File: src/rtl/assert_macros.svh
`ifndef ASSERT_MACROS_SVH
`define ASSERT_MACROS_SVH

// Same-cycle implication, sampled on the rising clock edge, off while in reset.
`define ASSERT_IMP(label, clk, rstn, ante, cons) \
    label: assert property (@(posedge clk) disable iff (!(rstn)) (ante) |-> (cons)) \
        else $error("assertion failed");

// Next-cycle implication.
`define ASSERT_NXT(label, clk, rstn, ante, cons) \
    label: assert property (@(posedge clk) disable iff (!(rstn)) (ante) |=> (cons)) \
        else $error("assertion failed");

`endif

File: src/rtl/sds_pkg.sv
package sds_pkg;

    localparam int unsigned PAYLOAD_BYTES   = 120;
    localparam int unsigned QUEUE_DEPTH_DEF = 4;
    // left-justified sample, five 7-bit slots
    localparam int unsigned JUST_W          = 35;

    localparam logic [7:0] SDS_SOX      = 8'hF0;
    localparam logic [7:0] SDS_NON_RT   = 8'h7E;
    localparam logic [7:0] SDS_DATA_PKT = 8'h02;
    localparam logic [7:0] SDS_EOX      = 8'hF7;

    localparam logic [5:0] SAMPLE_BITS_RST = 6'd16;
    localparam logic [5:0] BITS_MIN        = 6'd8;
    localparam logic [5:0] BITS_MAX        = 6'd32;
    localparam logic [6:0] DEVICE_ID_RST   = 7'd0;

    localparam logic [0:0] REG_SAMPLE_BITS = 1'b0;
    localparam logic [0:0] REG_DEVICE_ID   = 1'b1;

    // One accepted sample, classified by the front end.
    typedef struct packed {
        logic              hdr;      // packet opens with this sample
        logic [6:0]        dev;
        logic [6:0]        pk;
        logic [JUST_W-1:0] just;     // sample, left-justified
        logic [2:0]        mbytes;
        logic              close;    // packet closes after this sample
        logic              pad;      // zero run before the checksum
        logic [6:0]        pad_len;
        logic [6:0]        chk;      // checksum of the closing packet
    } sds_job_t;

    typedef struct packed {
        logic [7:0] out_byte;
        logic [6:0] run_length;
        logic       packet_end;
        logic       last_of_run;
    } sds_result_t;

    // MIDI bytes per sample, ceil(bits/7)
    function automatic logic [2:0] mbytes_of(input logic [5:0] bits);
        logic [2:0] m;
        if (bits <= 6'd7) begin
            m = 3'd1;
        end else if (bits <= 6'd14) begin
            m = 3'd2;
        end else if (bits <= 6'd21) begin
            m = 3'd3;
        end else if (bits <= 6'd28) begin
            m = 3'd4;
        end else begin
            m = 3'd5;
        end
        return m;
    endfunction

endpackage

File: src/rtl/sds_front.sv
`include "assert_macros.svh"

module sds_front import sds_pkg::*; (
    input  logic        aclk,
    input  logic        aresetn,
    input  logic        cfg_wr_en,
    input  logic [0:0]  cfg_index,
    input  logic [6:0]  cfg_wdata,
    input  logic        s_valid,
    output logic        s_ready,
    input  logic [31:0] sample_word,
    input  logic        last_sample,
    output sds_job_t    job,
    output logic        job_push,
    input  logic        queue_full
);

    logic [5:0] sample_bits_reg;
    logic [6:0] device_id_reg;
    logic       open_reg,  open_next;
    logic [7:0] bytes_reg, bytes_next;
    logic [6:0] chk_reg,   chk_next;
    logic [6:0] count_reg, count_next;

    logic [5:0]        bits_c;
    logic [5:0]        bits_up;
    logic [2:0]        wbytes;
    logic [2:0]        mb;
    logic [31:0]       masked;
    logic [31:0]       offset;
    logic [31:0]       val;
    logic [5:0]        lsh;
    logic [JUST_W-1:0] just;
    logic [6:0]        xr;
    logic [6:0]        base_chk;
    logic [7:0]        base_bytes;
    logic [7:0]        new_bytes;
    logic [7:0]        fit_next;
    logic [6:0]        new_chk;
    logic              close;

    assign s_ready  = !queue_full;
    assign job_push = s_valid && s_ready;

    always_comb begin
        if (sample_bits_reg < BITS_MIN) begin
            bits_c = BITS_MIN;
        end else if (sample_bits_reg > BITS_MAX) begin
            bits_c = BITS_MAX;
        end else begin
            bits_c = sample_bits_reg;
        end
        bits_up = bits_c + 6'd7;
        wbytes  = bits_up[5:3];
        mb      = mbytes_of(bits_c);

        case (wbytes)
            3'd1:    masked = {24'd0, sample_word[7:0]};
            3'd2:    masked = {16'd0, sample_word[15:0]};
            3'd3:    masked = {8'd0,  sample_word[23:0]};
            default: masked = sample_word;
        endcase
        // half-scale offset turns two's complement into offset binary for samples wider than 8 bits
        offset = (wbytes > 3'd1) ? (32'd1 << (bits_c - 6'd1)) : 32'd0;
        val    = masked + offset;
        lsh    = 6'(JUST_W) - bits_c;
        just   = {3'd0, val} << lsh;
        // slots beyond the sample's last MIDI byte are zero
        xr     = just[34:28] ^ just[27:21] ^ just[20:14] ^ just[13:7] ^ just[6:0];

        base_chk   = open_reg ? chk_reg
                   : (SDS_NON_RT[6:0] ^ device_id_reg ^ SDS_DATA_PKT[6:0] ^ count_reg);
        base_bytes = open_reg ? bytes_reg : 8'd0;
        new_bytes  = base_bytes + {5'd0, mb};
        fit_next   = new_bytes + {5'd0, mb};
        new_chk    = base_chk ^ xr;
        close      = last_sample || (fit_next > 8'(PAYLOAD_BYTES));

        job.hdr     = !open_reg;
        job.dev     = device_id_reg;
        job.pk      = count_reg;
        job.just    = just;
        job.mbytes  = mb;
        job.close   = close;
        job.pad     = new_bytes < 8'(PAYLOAD_BYTES);
        job.pad_len = 7'(8'(PAYLOAD_BYTES) - new_bytes);
        job.chk     = new_chk;

        open_next  = open_reg;
        bytes_next = bytes_reg;
        chk_next   = chk_reg;
        count_next = count_reg;
        if (job_push) begin
            if (close) begin
                open_next  = 1'b0;
                bytes_next = 8'd0;
                chk_next   = 7'd0;
                count_next = last_sample ? 7'd0 : count_reg + 7'd1;
            end else begin
                open_next  = 1'b1;
                bytes_next = new_bytes;
                chk_next   = new_chk;
            end
        end
    end

    always_ff @(posedge aclk) begin
        if (!aresetn) begin
            sample_bits_reg <= SAMPLE_BITS_RST;
            device_id_reg   <= DEVICE_ID_RST;
            open_reg        <= 1'b0;
            bytes_reg       <= 8'd0;
            chk_reg         <= 7'd0;
            count_reg       <= 7'd0;
        end else begin
            open_reg  <= open_next;
            bytes_reg <= bytes_next;
            chk_reg   <= chk_next;
            count_reg <= count_next;
            if (cfg_wr_en) begin
                case (cfg_index)
                    REG_SAMPLE_BITS: sample_bits_reg <= cfg_wdata[5:0];
                    REG_DEVICE_ID:   device_id_reg   <= cfg_wdata;
                    default: ;
                endcase
            end
        end
    end

    `ASSERT_NXT(a_close_ends_packet, aclk, aresetn, job_push && job.close, !open_reg)
    `ASSERT_IMP(a_closed_is_clear, aclk, aresetn, !open_reg, bytes_reg == 8'd0 && chk_reg == 7'd0)

endmodule

File: src/rtl/sds_queue.sv
`include "assert_macros.svh"

module sds_queue import sds_pkg::*; #(
    parameter int unsigned DEPTH = QUEUE_DEPTH_DEF
) (
    input  logic     aclk,
    input  logic     aresetn,
    input  logic     push,
    input  sds_job_t push_job,
    output logic     full,
    input  logic     pop,
    output sds_job_t head,
    output logic     head_valid
);

    localparam int unsigned AW = (DEPTH > 1) ? $clog2(DEPTH) : 1;
    localparam int unsigned CW = $clog2(DEPTH + 1);

    sds_job_t        slot_reg [DEPTH];
    logic [AW-1:0]   wr_ptr_reg, wr_ptr_next;
    logic [AW-1:0]   rd_ptr_reg, rd_ptr_next;
    logic [CW-1:0]   count_reg,  count_next;
    logic            do_push, do_pop;

    assign full       = count_reg == CW'(DEPTH);
    assign head_valid = count_reg != '0;
    assign head       = slot_reg[rd_ptr_reg];
    assign do_push    = push && !full;
    assign do_pop     = pop && head_valid;

    always_comb begin
        wr_ptr_next = wr_ptr_reg;
        rd_ptr_next = rd_ptr_reg;
        if (do_push) begin
            wr_ptr_next = (wr_ptr_reg == AW'(DEPTH - 1)) ? '0 : wr_ptr_reg + AW'(1);
        end
        if (do_pop) begin
            rd_ptr_next = (rd_ptr_reg == AW'(DEPTH - 1)) ? '0 : rd_ptr_reg + AW'(1);
        end
        count_next = count_reg + CW'(do_push) - CW'(do_pop);
    end

    always_ff @(posedge aclk) begin
        if (!aresetn) begin
            wr_ptr_reg <= '0;
            rd_ptr_reg <= '0;
            count_reg  <= '0;
        end else begin
            wr_ptr_reg <= wr_ptr_next;
            rd_ptr_reg <= rd_ptr_next;
            count_reg  <= count_next;
        end
    end

    always_ff @(posedge aclk) begin
        if (do_push) begin
            slot_reg[wr_ptr_reg] <= push_job;
        end
    end

    `ASSERT_IMP(a_count_bound, aclk, aresetn, 1'b1, count_reg <= CW'(DEPTH))
    `ASSERT_IMP(a_no_overflow, aclk, aresetn, push, !full)

endmodule

File: src/rtl/sds_back.sv
`include "assert_macros.svh"

module sds_back import sds_pkg::*; (
    input  logic        aclk,
    input  logic        aresetn,
    input  sds_job_t    job,
    input  logic        job_valid,
    output logic        job_pop,
    output sds_result_t res,
    output logic        m_valid,
    input  logic        m_ready
);

    typedef enum logic [2:0] {
        PH_START,
        PH_HDR,
        PH_DATA,
        PH_PAD,
        PH_CHK,
        PH_END
    } phase_t;

    phase_t      phase_reg, phase_next, eff_phase;
    logic [2:0]  idx_reg,   idx_next,   eff_idx;
    logic        m_valid_reg;
    sds_result_t res_reg, res_c;
    logic [6:0]  slice;
    logic        done;
    logic        fire;

    assign m_valid = m_valid_reg;
    assign res     = res_reg;
    assign fire    = job_valid && (!m_valid_reg || m_ready);
    assign job_pop = fire && done;

    always_comb begin
        eff_phase = (phase_reg == PH_START) ? (job.hdr ? PH_HDR : PH_DATA) : phase_reg;
        eff_idx   = (phase_reg == PH_START) ? 3'd0 : idx_reg;

        case (eff_idx)
            3'd0:    slice = job.just[34:28];
            3'd1:    slice = job.just[27:21];
            3'd2:    slice = job.just[20:14];
            3'd3:    slice = job.just[13:7];
            default: slice = job.just[6:0];
        endcase

        res_c.out_byte    = 8'd0;
        res_c.run_length  = 7'd1;
        res_c.packet_end  = 1'b0;
        res_c.last_of_run = 1'b0;
        phase_next        = eff_phase;
        idx_next          = eff_idx;
        done              = 1'b0;

        case (eff_phase)
            PH_HDR: begin
                case (eff_idx)
                    3'd0:    res_c.out_byte = SDS_SOX;
                    3'd1:    res_c.out_byte = SDS_NON_RT;
                    3'd2:    res_c.out_byte = {1'b0, job.dev};
                    3'd3:    res_c.out_byte = SDS_DATA_PKT;
                    default: res_c.out_byte = {1'b0, job.pk};
                endcase
                if (eff_idx == 3'd4) begin
                    phase_next = PH_DATA;
                    idx_next   = 3'd0;
                end else begin
                    idx_next = eff_idx + 3'd1;
                end
            end
            PH_DATA: begin
                res_c.out_byte = {1'b0, slice};
                if (eff_idx == job.mbytes - 3'd1) begin
                    idx_next = 3'd0;
                    if (job.close) begin
                        phase_next = job.pad ? PH_PAD : PH_CHK;
                    end else begin
                        res_c.last_of_run = 1'b1;
                        done              = 1'b1;
                        phase_next        = PH_START;
                    end
                end else begin
                    idx_next = eff_idx + 3'd1;
                end
            end
            PH_PAD: begin
                res_c.run_length = job.pad_len;
                phase_next       = PH_CHK;
            end
            PH_CHK: begin
                res_c.out_byte = {1'b0, job.chk};
                phase_next     = PH_END;
            end
            PH_END: begin
                res_c.out_byte    = SDS_EOX;
                res_c.packet_end  = 1'b1;
                res_c.last_of_run = 1'b1;
                done              = 1'b1;
                phase_next        = PH_START;
            end
            default: begin
                phase_next = PH_START;
            end
        endcase
    end

    always_ff @(posedge aclk) begin
        if (!aresetn) begin
            phase_reg   <= PH_START;
            idx_reg     <= 3'd0;
            m_valid_reg <= 1'b0;
        end else if (fire) begin
            phase_reg   <= phase_next;
            idx_reg     <= idx_next;
            m_valid_reg <= 1'b1;
            res_reg     <= res_c;
        end else if (m_ready) begin
            m_valid_reg <= 1'b0;
        end
    end

    `ASSERT_IMP(a_end_has_last, aclk, aresetn, m_valid_reg && res_reg.packet_end,
                res_reg.last_of_run)
    `ASSERT_IMP(a_tail_needs_close, aclk, aresetn,
                phase_reg == PH_PAD || phase_reg == PH_CHK || phase_reg == PH_END,
                job_valid && job.close)

endmodule

File: src/rtl/sds_sample_packet_encoder.sv
// Sample Dump Standard data-packet encoder. Each accepted sample (s_tdata,
// s_tlast marks the last sample of a dump) becomes 2 to 5 MIDI data bytes,
// ceil(sample_bits/7), wrapped into packets F0 7E dev 02 num, 120 data bytes,
// checksum, F7. Results leave one per clock while m_tready is high and a job is
// queued: a packet's first sample adds the five header bytes, a closing sample adds
// checksum and F7 plus one result for the zero-padding run (carried as a single
// result with run_length) when the packet is short. The output byte sequencer sets
// the pace; the front end takes a sample every clock while its QUEUE_DEPTH-entry
// job queue has room. Configuration writes are meant for idle periods only.
module sds_sample_packet_encoder import sds_pkg::*; #(
    parameter int unsigned QUEUE_DEPTH = QUEUE_DEPTH_DEF
) (
    input  logic        aclk,
    input  logic        aresetn,
    input  logic        cfg_wr_en,
    input  logic [0:0]  cfg_index,
    input  logic [6:0]  cfg_wdata,
    input  logic        s_tvalid,
    output logic        s_tready,
    input  logic [31:0] s_tdata,   // [31:0] sample_word
    input  logic        s_tlast,
    output logic        m_tvalid,
    input  logic        m_tready,
    output logic [15:0] m_tdata,   // [7:0] out_byte, [14:8] run_length, [15] zero
    output logic        m_tlast,
    output logic [0:0]  m_tuser    // [0] packet_end
);

    sds_job_t    push_job, head_job;
    logic        job_push, queue_full, job_pop, head_valid;
    sds_result_t res;

    sds_front u_front (
        .aclk        (aclk),
        .aresetn     (aresetn),
        .cfg_wr_en   (cfg_wr_en),
        .cfg_index   (cfg_index),
        .cfg_wdata   (cfg_wdata),
        .s_valid     (s_tvalid),
        .s_ready     (s_tready),
        .sample_word (s_tdata),
        .last_sample (s_tlast),
        .job         (push_job),
        .job_push    (job_push),
        .queue_full  (queue_full)
    );

    sds_queue #(
        .DEPTH (QUEUE_DEPTH)
    ) u_queue (
        .aclk       (aclk),
        .aresetn    (aresetn),
        .push       (job_push),
        .push_job   (push_job),
        .full       (queue_full),
        .pop        (job_pop),
        .head       (head_job),
        .head_valid (head_valid)
    );

    sds_back u_back (
        .aclk      (aclk),
        .aresetn   (aresetn),
        .job       (head_job),
        .job_valid (head_valid),
        .job_pop   (job_pop),
        .res       (res),
        .m_valid   (m_tvalid),
        .m_ready   (m_tready)
    );

    assign m_tdata = {1'b0, res.run_length, res.out_byte};
    assign m_tlast = res.last_of_run;
    assign m_tuser = res.packet_end;

endmodule
File: config.mk
export PLATFORM = sky130hd
export DESIGN_NAME = sds_sample_packet_encoder
export DESIGN_NICKNAME = d
export VERILOG_FILES = /design/src/rtl/sds_pkg.sv /design/src/rtl/sds_front.sv /design/src/rtl/sds_queue.sv /design/src/rtl/sds_back.sv /design/src/rtl/sds_sample_packet_encoder.sv
export VERILOG_INCLUDE_DIRS = /design/src /design/src/rtl
export SDC_FILE = /design/constraint.sdc
export NUM_CORES = 1
export LEC_CHECK = 0
export BUFFER_PORTS_ARGS = -buffer_cell sky130_fd_sc_hd__buf_2
export CAP_MARGIN = 15
export CORE_ASPECT_RATIO = 1.25
export CORE_UTILIZATION = 46
export CTS_CLUSTER_DIAMETER = 30
export DETAILED_ROUTE_END_ITERATION = 10
export PLACE_DENSITY = 0.61
export SLEW_MARGIN = 25
export SYNTH_ARGS = -nofsm -noshare
export SYNTH_HDL_FRONTEND = slang
export SYNTH_HIERARCHICAL = 1
export SYNTH_SLANG_ARGS = --single-unit
File: constraint.sdc
create_clock -name aclk -period 18.95 [get_ports aclk]
set_clock_uncertainty 0.1 [all_clocks]
set_input_delay 3.79 -clock aclk [delete_from_list [all_inputs] [get_ports aclk]]
set_output_delay 3.79 -clock aclk [all_outputs]
set_load 0.02 [all_outputs]
Yosys cells after proc, flatten, opt, wreduce, memory -nomap -nowiden
Memories as Yosys holds them, arrays and structs flattened. A register that Yosys moved wholly into a read port is not among the register bits.
Cells that the tools add are included.

cells by class
  reduce and logical (&&, ||, !) cells = 18
  bitwise logic cells = 9
  shift-type cells = 2
  add/subtract/negate cells = 14
  mux-type cells = 40
  eq/ne operators = 16
  magnitude comparators = 9

operators with widths
  operator                number
  $pmux W32 S3            1
  $pmux W8 S4             2
  $xor A7 B7 Y7           6
  $shl A32 B6 Y35         1
  $mux W3                 11
  $add A32 B32 Y32        1
  $mux W32                1
  $shl A1 B6 Y32 const A  1
  $pmux W7 S4             1
  $mux W7                 3
  $eq A3 B2 Y1 const B    6
  $add A8 B3 Y8           2
  $mux W8                 2
  $eq A3 B3 Y1 const B    4
  $le A6 B5 Y1 const B    2
  $mux W6                 2
  $pmux W3 S4             1
  $mux W2                 5
  $eq A3 B1 Y1 const B    3
  $mux W1                 9
  $gt A8 B7 Y1 const B    1
  $lt A8 B7 Y1 const B    1
  $reduce_and A2 Y1       4
  $add A7 B1 Y7 const B   1
  other kinds (26)        37

word-level totals
  memory bits (writable) = 276
  memories = 1
  bits in registers = 67
  output and inout port bits = 20

memory list
  name              depth  width  read ports  clocked after memory_dff  wr ports  RTL line         RTL
  u_queue.slot_reg  4      69     1           1                         1         sds_queue.sv:19  sds_job_t slot_reg [DEPTH];

Logic depth before layout (Yosys ltp)
  word-level depth = 14
  mapped depth = 31

Cells and area by module
The synthesis kept the hierarchy.

by module, submodules not included
  module                     seq. area each (um2)  area each (um2)  cells each  instances
  sds_queue                  8,468.1               10,443.8         413         1
  sds_front                  720.7                 8,199.1          1,181       1
  sds_back                   650.6                 1,691.6          187         1
  sds_sample_packet_encoder  0.0                   11.3             2           1

Worst setup path after synthesis
OpenSTA, ideal clock, no wires.

  path kind = input port to flip-flop
  start point = input s_tdata[0]
  end point = register u_front.chk_reg[2]
  required time = 18,733 ps
  arrival = 7,201 ps
  buffers on the path = 0
  slack = 11,532 ps
  setup time = 117 ps
  stages on the path = 13
  path through = ha_1 -> fa_1 -> a21o_1 -> a221oi_4 -> o211ai_2 -> and4_1 -> or4_4 -> mux2i_1 -> nand2_1 -> nand3_1 -> nand4_1 -> xnor3_1 -> a22o_1

RTL lines
  item                    RTL line                         RTL
  start: declaration      sds_sample_packet_encoder.sv:20  input logic [31:0] s_tdata,
  end signal: assignment  sds_front.sv:118                 chk_reg <= chk_next;
  end: declaration        sds_front.sv:22                  logic [6:0] chk_reg, chk_next;

==> flow_metrics.tcl <==
set metrics [dict create \
    synth_area_um2 20300 \
    root_buffer "clkbuf_16" \
    drv_slew 0 \
    drt_wl_total_um 57000 \
    core_um2 43400 \
    startpoint_type "primary input" \
    cts_buffers 49 \
    io_buffers 64 \
    async_flop_share 0 \
    clock_latency_ns 0.56 \
    grt_overflow_total 0 \
    synthSimpleGateAreaFrac 0.142 \
    wl_per_cell_um 23.5 \
    ys_seq_elements 345 \
    relSlewSlack 0.313 \
    syn_to_final_growth_pct 12.1 \
    reg2reg_from "u_front/sample_bits_reg[4]$_SDFFE_PN1P_" \
    cts_resized 0 \
    cts_setup_buffers 0 \
    groute.layer.met3.usage 0.0232 \
    yosys_warnings 6 \
    yosysMostFrequentCell "edfxtp_1" \
    crit_chain "buf_2, nor2b_1, ha_1, nand4_1, nor4_1, a21o_1, o21ai_2, a211oi_2, a22oi_1, a222oi_1, a21oi_1, a221oi_2, xor2_1, xnor2_1, a22o_1" \
    synthAdderAreaFrac 0.0402 \
    io_pins 66 \
    drv_cap 0 \
    hp-class "register to register" \
    crit_type "primary input to register" \
    via_per_inst 6.25 \
    finalHoldViolations 0 \
    finalCritPeriodShare 0.427 \
    drtIter0Drc 1251 \
    cts_tree "done" \
    antenna_found_initial 0 \
    use_met2 0.438 \
    synth_largest_area_cell "edfxtp_1" \
    fmax_ghz 0.123 \
    syn_nets 1892 \
    synth-xor-area-share 0.0362 \
    detail-route-antenna-nets 0 \
    largest_reg_flops 276 \
    cp.arrival_ns 8.48 \
    synth-edff-count 293 \
    worstSetupEndpointType "register" \
    synth_top_area_frac 0.432 \
    min_from "u_front/bytes_reg[2]$_SDFFE_PN0P_" \
    grt_max_degree 63 \
    nFillCells 3812 \
    worst_pin_slew_ns 1.02 \
    first_pass_iters 5 \
    leakage_nw 8.03 \
    synth-compound-area-share 0.171 \
    die_w_um 190 \
    drive_gt1_frac 0.174 \
    rsz0062_at_grt "false" \
    cts_htree_levels 2 \
    required_ns 19.34 \
    setup_viol 0 \
    yosysSeqAreaShare 0.484 \
    grt_first_pass_wirelength_um 87000 \
    max_stage_delay_ns 0.71 \
    fin_nets 1928 \
    gp_congestion 0.964 \
    synthMuxAreaShare 0.0917 \
    ctsHoldBuffers 0 \
    status "finished clean" \
    gr-usage-all-layers 0.253 \
    drc 0 \
    clk_pin_slew_ns 0.06 \
    initial_core_util 0.469 \
    ys.flop_type "edfxtp_1" \
    grt_util_met1 0.309 \
    rows 85 \
    grt.busiest_layer "met2" \
    die-area_um2 45100 \
    hpwl_um 41100 \
    ys_types 113 \
    cts_buffer_depth 3 \
    grt_pass1_vias 14800 \
    critPathLaunch "s_tdata[12]" \
    finalHoldWorstSlack_ns 0.356 \
    diodes 0 \
    cp_max_fo 15 \
    power.density_nw_per_um2 117 \
    fin_tns_setup_ns 0 \
    yosys-top-cells-area "edfxtp_1, mux4_2, dfxtp_1" \
    synthCells 1783 \
    syn_avg_cell_area_um2 11.4 \
    vias 15100 \
    synth_top_family_by_area "compound AO/OA/AOI/OAI gates" \
    cts_sinks 345 \
    fin_crit_ns 8.10 \
    ys_top_cells_by_count "edfxtp_1, nand2_1, nor2_1, a21oi_1, o21ai_0" \
    slowest_stage "a222oi_1" \
    max-vdd-ir-drop_uv 89.8 \
    die_h_um 237 \
]
## final timing paths
path                                                          end  slack [ns]  cells past startpoint
worst max-delay path              u_front/chk_reg[5]$_SDFFE_PN0P_       10.85                     15
worst min-delay path            u_front/bytes_reg[2]$_SDFFE_PN0P_        0.36                      2
worst max register to register    u_front/chk_reg[5]$_SDFFE_PN0P_       10.86                     21
worst min register to register  u_front/bytes_reg[2]$_SDFFE_PN0P_        0.36                      2
## where the power goes
part	internal (mW)	leakage, nW	switching, mW
registers	1.01	3.09	0.0471
clock network	0.576	0.840	0.356
logic	0.242	4.10	0.451
## critical path, delay by kind of cell
kind                     cells  cell delay [ns]
AO/OA/AOI/OAI                8             2.59
buffers and inverters        1             0.09
XOR/XNOR                     2             0.56
AND/OR/NAND/NOR              3             0.80
adder cells (fa/ha/maj)      1             0.63
## cells in the final DEF, fill, tap and decap left out, types with 14 or more instances in the layout
master and count:
inv_1 41, a211oi_1 14, ha_1 59, and2_1 34, o21a_1 17, a21o_1 25, nand2_1 149, buf_4 29
mux2i_1 23, a22oi_1 29, clkbuf_16 50, nand4_1 23, xnor2_1 44, a21oi_1 72, nor2b_1 35, o22ai_1 15
buf_2 64, edfxtp_1 293, o21ai_0 72, nand3_1 70, o211ai_1 39, a31oi_1 16, a21boi_0 15, xor2_1 31
and3_1 19, nor3_1 33, nor2_1 130, mux4_2 70, dfxtp_1 50
## through the flow
step                worst slack [ns]  power, mW  instance area (um^2)  cells   util
floorplan                      11.53       1.54                 20300   1783      -
global placement               10.47       1.75                 21100   2332  0.486
detailed placement             10.44       1.76                 21100   2332  0.486
CTS                            10.99       2.70                 22800   2422  0.526
global route                   10.41       2.79                 22800   2423  0.526
finish                         10.85       2.68                 22800   2423  0.526
## kinds of logic after synthesis
| group | Yosys count |
|---|---|
| buf+inv | 153 |
| other cells | 1 |
| compound gates | 468 |
| simple gates | 575 |
| fa+ha+maj | 63 |
| mux | 98 |
| flops | 345 |
| xor+xnor | 80 |
## layout make-up
cell class / instances / area, um^2 / share of cell area
flip-flops and latches: 345 / 9850 / 0.432
multi-input cells: 1285 / 9820 / 0.431
clock buffers: 55 / 1290 / 0.0566
well taps: 565 / 707 / 0.0310
repair buffers: 94 / 543 / 0.0238
clock inverters: 35 / 433 / 0.0190
inverters: 44 / 165 / 0.00724
## layer usage
metal / share of wire / routed length, um
met1: 0.40 / 22700
met2: 0.50 / 28400
met3: 0.045 / 2580
met4: 0.057 / 3230
met5: 0 / 0
(Power assumes the default switching activity.)
